### src/hdl/kptq_pkg.sv
// Package for the keyed priority task queue.
// Holds operation and status codes, stream field layout and the cell command type.
// No dependencies.
package kptq_pkg;

	localparam int CAPACITY_DEF  = 64;
	localparam int KEY_BITS_DEF  = 16;
	localparam int PRIO_BITS_DEF = 32;

	// operation codes
	localparam logic [1:0] OP_ADD    = 2'd0;
	localparam logic [1:0] OP_EDIT   = 2'd1;
	localparam logic [1:0] OP_REMOVE = 2'd2;
	localparam logic [1:0] OP_EXEC   = 2'd3;

	// status codes
	localparam logic [1:0] ST_OK      = 2'd0;
	localparam logic [1:0] ST_EMPTY   = 2'd1;
	localparam logic [1:0] ST_FULL    = 2'd2;
	localparam logic [1:0] ST_UNKNOWN = 2'd3;

	// field widths and slave-side tdata layout
	localparam int OP_W     = 2;
	localparam int OWNER_W  = 16;
	localparam int TKEY_W   = 16;
	localparam int PRIO_W   = 32;
	localparam int STATUS_W = 2;

	localparam int OP_LSB    = 0;
	localparam int OWNER_LSB = OP_LSB + OP_W;
	localparam int TKEY_LSB  = OWNER_LSB + OWNER_W;
	localparam int PRIO_LSB  = TKEY_LSB + TKEY_W;
	localparam int S_USED_W  = PRIO_LSB + PRIO_W;
	localparam int S_TDATA_W = ((S_USED_W + 7) / 8) * 8;

	localparam int STATUS_LSB = 0;
	localparam int SERVED_LSB = STATUS_LSB + STATUS_W;
	localparam int M_USED_W   = SERVED_LSB + OWNER_W;
	localparam int M_TDATA_W  = ((M_USED_W + 7) / 8) * 8;

	// command broadcast to every cell in the update cycle
	typedef struct packed {
		logic rem;  // take out the entry matching the removal pair, close the gap
		logic ins;  // insert the new entry in sorted position
	} cell_cmd_t;

endpackage

### src/hdl/kptq_cell.sv
// One cell of the sorted entry chain of the keyed priority task queue.
// Holds one entry; shifts left on removal and right on insertion using neighbor data.
// Depends on kptq_pkg.
module kptq_cell
	import kptq_pkg::*;
#(
	parameter int KEY_BITS  = KEY_BITS_DEF,
	parameter int PRIO_BITS = PRIO_BITS_DEF
) (
	input  logic                 clk,
	input  logic                 arst_n,
	input  cell_cmd_t            cmd,
	input  logic [KEY_BITS-1:0]  probe_key,
	input  logic [KEY_BITS-1:0]  rem_key,
	input  logic [PRIO_BITS-1:0] rem_prio,
	input  logic [OWNER_W-1:0]   new_owner,
	input  logic [KEY_BITS-1:0]  new_key,
	input  logic [PRIO_BITS-1:0] new_prio,
	// right neighbor, current entry
	input  logic                 r_valid,
	input  logic [OWNER_W-1:0]   r_owner,
	input  logic [KEY_BITS-1:0]  r_key,
	input  logic [PRIO_BITS-1:0] r_prio,
	// left neighbor, entry after removal and its insert compare
	input  logic                 l_valid,
	input  logic [OWNER_W-1:0]   l_owner,
	input  logic [KEY_BITS-1:0]  l_key,
	input  logic [PRIO_BITS-1:0] l_prio,
	input  logic                 l_gt,
	// own current entry
	output logic                 valid,
	output logic [OWNER_W-1:0]   owner,
	output logic [KEY_BITS-1:0]  key,
	output logic [PRIO_BITS-1:0] prio,
	output logic                 match,
	// own entry after removal and insert compare
	output logic                 p_valid,
	output logic [OWNER_W-1:0]   p_owner,
	output logic [KEY_BITS-1:0]  p_key,
	output logic [PRIO_BITS-1:0] p_prio,
	output logic                 p_gt
);

	logic                 valid_q;
	logic [OWNER_W-1:0]   owner_q;
	logic [KEY_BITS-1:0]  key_q;
	logic [PRIO_BITS-1:0] prio_q;

	logic                 shift_left;
	logic                 n_valid;
	logic [OWNER_W-1:0]   n_owner;
	logic [KEY_BITS-1:0]  n_key;
	logic [PRIO_BITS-1:0] n_prio;

	assign valid = valid_q;
	assign owner = owner_q;
	assign key   = key_q;
	assign prio  = prio_q;
	assign match = valid_q && (key_q == probe_key);

	// chain is sorted high to low, so every cell at or below the removed pair moves up
	assign shift_left = cmd.rem && (!valid_q || ({prio_q, key_q} <= {rem_prio, rem_key}));

	always_comb begin
		if (shift_left) begin
			p_valid = r_valid;
			p_owner = r_owner;
			p_key   = r_key;
			p_prio  = r_prio;
		end else begin
			p_valid = valid_q;
			p_owner = owner_q;
			p_key   = key_q;
			p_prio  = prio_q;
		end
	end

	assign p_gt = !p_valid || ({new_prio, new_key} > {p_prio, p_key});

	always_comb begin
		n_valid = p_valid;
		n_owner = p_owner;
		n_key   = p_key;
		n_prio  = p_prio;
		if (cmd.ins && p_gt) begin
			if (l_gt) begin
				n_valid = l_valid;
				n_owner = l_owner;
				n_key   = l_key;
				n_prio  = l_prio;
			end else begin
				n_valid = 1'b1;
				n_owner = new_owner;
				n_key   = new_key;
				n_prio  = new_prio;
			end
		end
	end

	always_ff @(posedge clk or negedge arst_n) begin
		if (!arst_n) begin
			valid_q <= 1'b0;
		end else begin
			valid_q <= n_valid;
		end
	end

	always_ff @(posedge clk) begin
		owner_q <= n_owner;
		key_q   <= n_key;
		prio_q  <= n_prio;
	end

endmodule

### config.mk
export PLATFORM = sky130hd
export DESIGN_NAME = kptq_cell
export DESIGN_NICKNAME = d
export VERILOG_FILES = /design/src/hdl/kptq_pkg.sv /design/src/hdl/kptq_cell.sv
export SDC_FILE = /design/constraint.sdc
export NUM_CORES = 1
export LEC_CHECK = 0
export BUFFER_PORTS_ARGS = -buffer_cell sky130_fd_sc_hd__buf_2
export CAP_MARGIN = 20
export CORE_AREA = 2 2 153 155
export DETAILED_ROUTE_END_ITERATION = 10
export DIE_AREA = 0 0 155 157
export GPL_TIMING_DRIVEN = 0
export PLACE_DENSITY = 0.59
export SYNTH_ARGS = -nofsm -noshare
export SYNTH_HDL_FRONTEND = slang
export SYNTH_SLANG_ARGS = --single-unit
### constraint.sdc
create_clock -name clk -period 7.6 [get_ports clk]
set_clock_uncertainty 0.1 [all_clocks]
set_input_delay 0.76 -clock clk [delete_from_list [all_inputs] [get_ports clk]]
set_output_delay 0.76 -clock clk [all_outputs]
set_load 0.05 [all_outputs]
==> metrics.txt <==
outcome=finished, final reports clean; largest net degree at the start of global routing=11; DR vias=6242; wire per inst=18.0 um; area grow syn2layout=43.1%; CTS clk-pin slew, worst paths=0.06 ns; Simple-Gate Fraction of Synth Area=6.86%; CP Launch Type=input port; Hold Path Class=input port to async pin; antenna cells=0; CTS root buffer=clkbuf_16; TritonCTS clock tree=built; Placer Congestion=0.859; DRT Pass-1 Iters=5; count leader, synth=mux2i_1; Setup WS pre-CTS=-0.141 ns; Final Util=38.9%; slowest stage cell, crit path=or4_1; sequential-to-total area share from yosys stat=21.4%; worst r2r src=prio[31]$_DFF_P_; final net count=1419; ranking of synthesized cells by area=mux2i_1 23%, dfxtp_1 21%, ha_1 20%; arrival time worst endpoint=6.26 ns; # IOs=395; multiplexer share of the synthesized area=32.8%; final setup vio count=0; setup bufs post-CTS=0; Placed Cells=1334; RSZ-0062 raised after global routing=no; Data required, critical path=6.74 ns; Mapped Area=0.00611 mm2; synthesis-stage register bit count=65; vias per std cell=4.63; CTS Buf Count=9; R2R Path End=owner[14]$_DFF_P_; top-area cell type share of the netlist area=23.3%; CP endpoint kind=output pin; worst vdd ir=0.266 mV; Adder-Cell Fraction of Synth Area=19.7%; initial antenna violation count=1; Die Area=0.0243 mm2; Reg2Reg Depth=19; DR top layer=met4; Hold Vio Cnt, Final=0; Pleak=4.94 nW; delay of the slowest critical-path stage=0.65 ns; WL met3=1630 um; global-route wire length before repair=35000 um; Yosys top cell by area=mux2i_1; crit-path max FO=10; XOR/XNOR share of the synthesized area=2.29%; cells along the critical path=buf_2 > inv_1 > ha_1 > nand4_1 > nor4_2 > a21boi_0 > a2111oi_4 > o21ai_4 > buf_4 > buf_6 > mux2i_1 > ha_1 > nand4_1 > or4_1 > or4_1 > mux2_2 > nand2_2 > nand2_1 > buf_2; fin. max-slew vios=0; most instantiated cells after synthesis=142 x mux2i_1, 100 x inv_1, 96 x ha_1; multi-input logic area=0.00430 mm2; DRT antenna net count=0; Setup TNS=0 ns; Cell Area, Placed=0.00844 mm2; clk buf depth=2; final period utilization=93.7%; die width=155 um; Core ar.=0.0225 mm2; minimum clock period=7.12 ns; Slew @ Worst Pin=0.846 ns; slew margin rel.=43.6%; Synth warnings=0; worst setup margin=0.482 ns; Post-Layout Cell Count=1349; fmax=140 MHz; H-tree depth=3; synthesized area per cell=9.33 um2; Synth Instances=655; drt total wl=24300 um; via count of the first global-routing pass=6249; hpwl dp=21000 um; Power, Total=4.46 mW; post-route cell area=0.00875 mm2; share of cells above drive strength 1=45.1%; CTS Hold Bufs=0; Initial Util=27.2%; largest family of logic cells by synthesized area=multiplexers; critical path class=input port to output pin; maxcap violations=0; grt total ovfl=0; Metal-1 WL=10100 um; post-synthesis cell type count=46; Power Density=510 mW/mm2; Residual DRC=0; reg2reg setup slack=1.15 ns; Iteration-0 DRC Markers=246; Routed met2 length=12100 um; row cnt=55; fill cell count=2325; PortBufs=394; syn_nets=1014; CTS sink count=65; Synth Area in Compound Gates=8.64%; count of flip-flops with a built-in enable after synthesis=0; worst hold slack=0.0812 ns; prevailing post-synth register cell=dfxtp_1; Synth async-reset ratio=1.54%; Die Height=157 um; worst skew pair latency=0.34 ns; Register Area=0.00131 mm2; GRT Overall Usage=19.0%
power breakdown:
part	total (mW)	switching, mW	internal, mW	leakage [nW]
combinational	3.30	2.33	0.974	4.24
clock	0.433	0.164	0.269	0.148
sequential	0.726	0.192	0.535	0.550
sequential cells by signal (all words and copies together) (netlist names):
register / count
valid: 1
prio: 32
key: 16
owner: 16
kinds of logic (layout without fill, tap and decap cells):
logic type,after synthesis,after routing
AOI/OAI and AO/OA,83,83
adders and majority gates,96,96
buffers and inverters,120,529
muxes,193,193
xor gates and xnor gates,16,16
DFF,65,65
and+or+nand+nor,82,82
cells in the final DEF, fill, tap and decap left out, types with 5 or more instances in the layout:
cell type	count
buf_4	6
nand4_1	19
o21ai_0	17
clkbuf_16	9
nand2_1	31
dfxtp_1	64
a21oi_1	37
buf_6	5
xnor2_1	12
mux2_2	49
mux2i_1	142
inv_1	100
nor2_1	9
buf_2	396
ha_1	96
a211oi_1	5
clkbuf_1	8
cell type report:
cell class | count | share of cell area [%]
Clock inverter | 3 | 0.458
Tap cell | 285 | 4.08
Clock buffer | 12 | 2.93
Inverter | 100 | 4.29
Buffer | 20 | 1.57
Timing Repair Buffer | 394 | 22.5
Multi-Input combinational cell | 470 | 49.2
Sequential cell | 65 | 14.9
worst max path at each step:
stage	from	to	slack, ns	cells past startpoint
final	rem_prio[31]	p_gt	0.48	19
after global routing	rem_prio[31]	p_gt	0.08	20
after CTS	rem_prio[31]	p_gt	0.04	20
after detailed placement	rem_prio[31]	p_gt	-0.14	20
after global placement	rem_prio[31]	p_gt	-0.17	20
after floorplan	rem_key[11]	p_gt	1.56	18
critical path, delay by kind of cell:
kind	cells	cell delay, ns
AND/OR/NAND/NOR	7	2.24
AO/OA/AOI/OAI	3	1.08
buffers and inverters	5	0.96
multiplexers	2	0.66
adder cells (fa/ha/maj)	2	0.53
layer usage:
metal | vias to the layer above | GRT usage [%]
li1 | 3151 | -
met1 | 2809 | 21.8
met2 | 260 | 34.9
met3 | 22 | 4.93
met4 | 0 | 4.76
met5 | - | 0
repair_timing:
item	CTS	global route
gates resized for setup	1	1
cloned	0	0
endpoints found under the setup margin	1	1
Note: power is estimated with default switching activity, not from simulation.
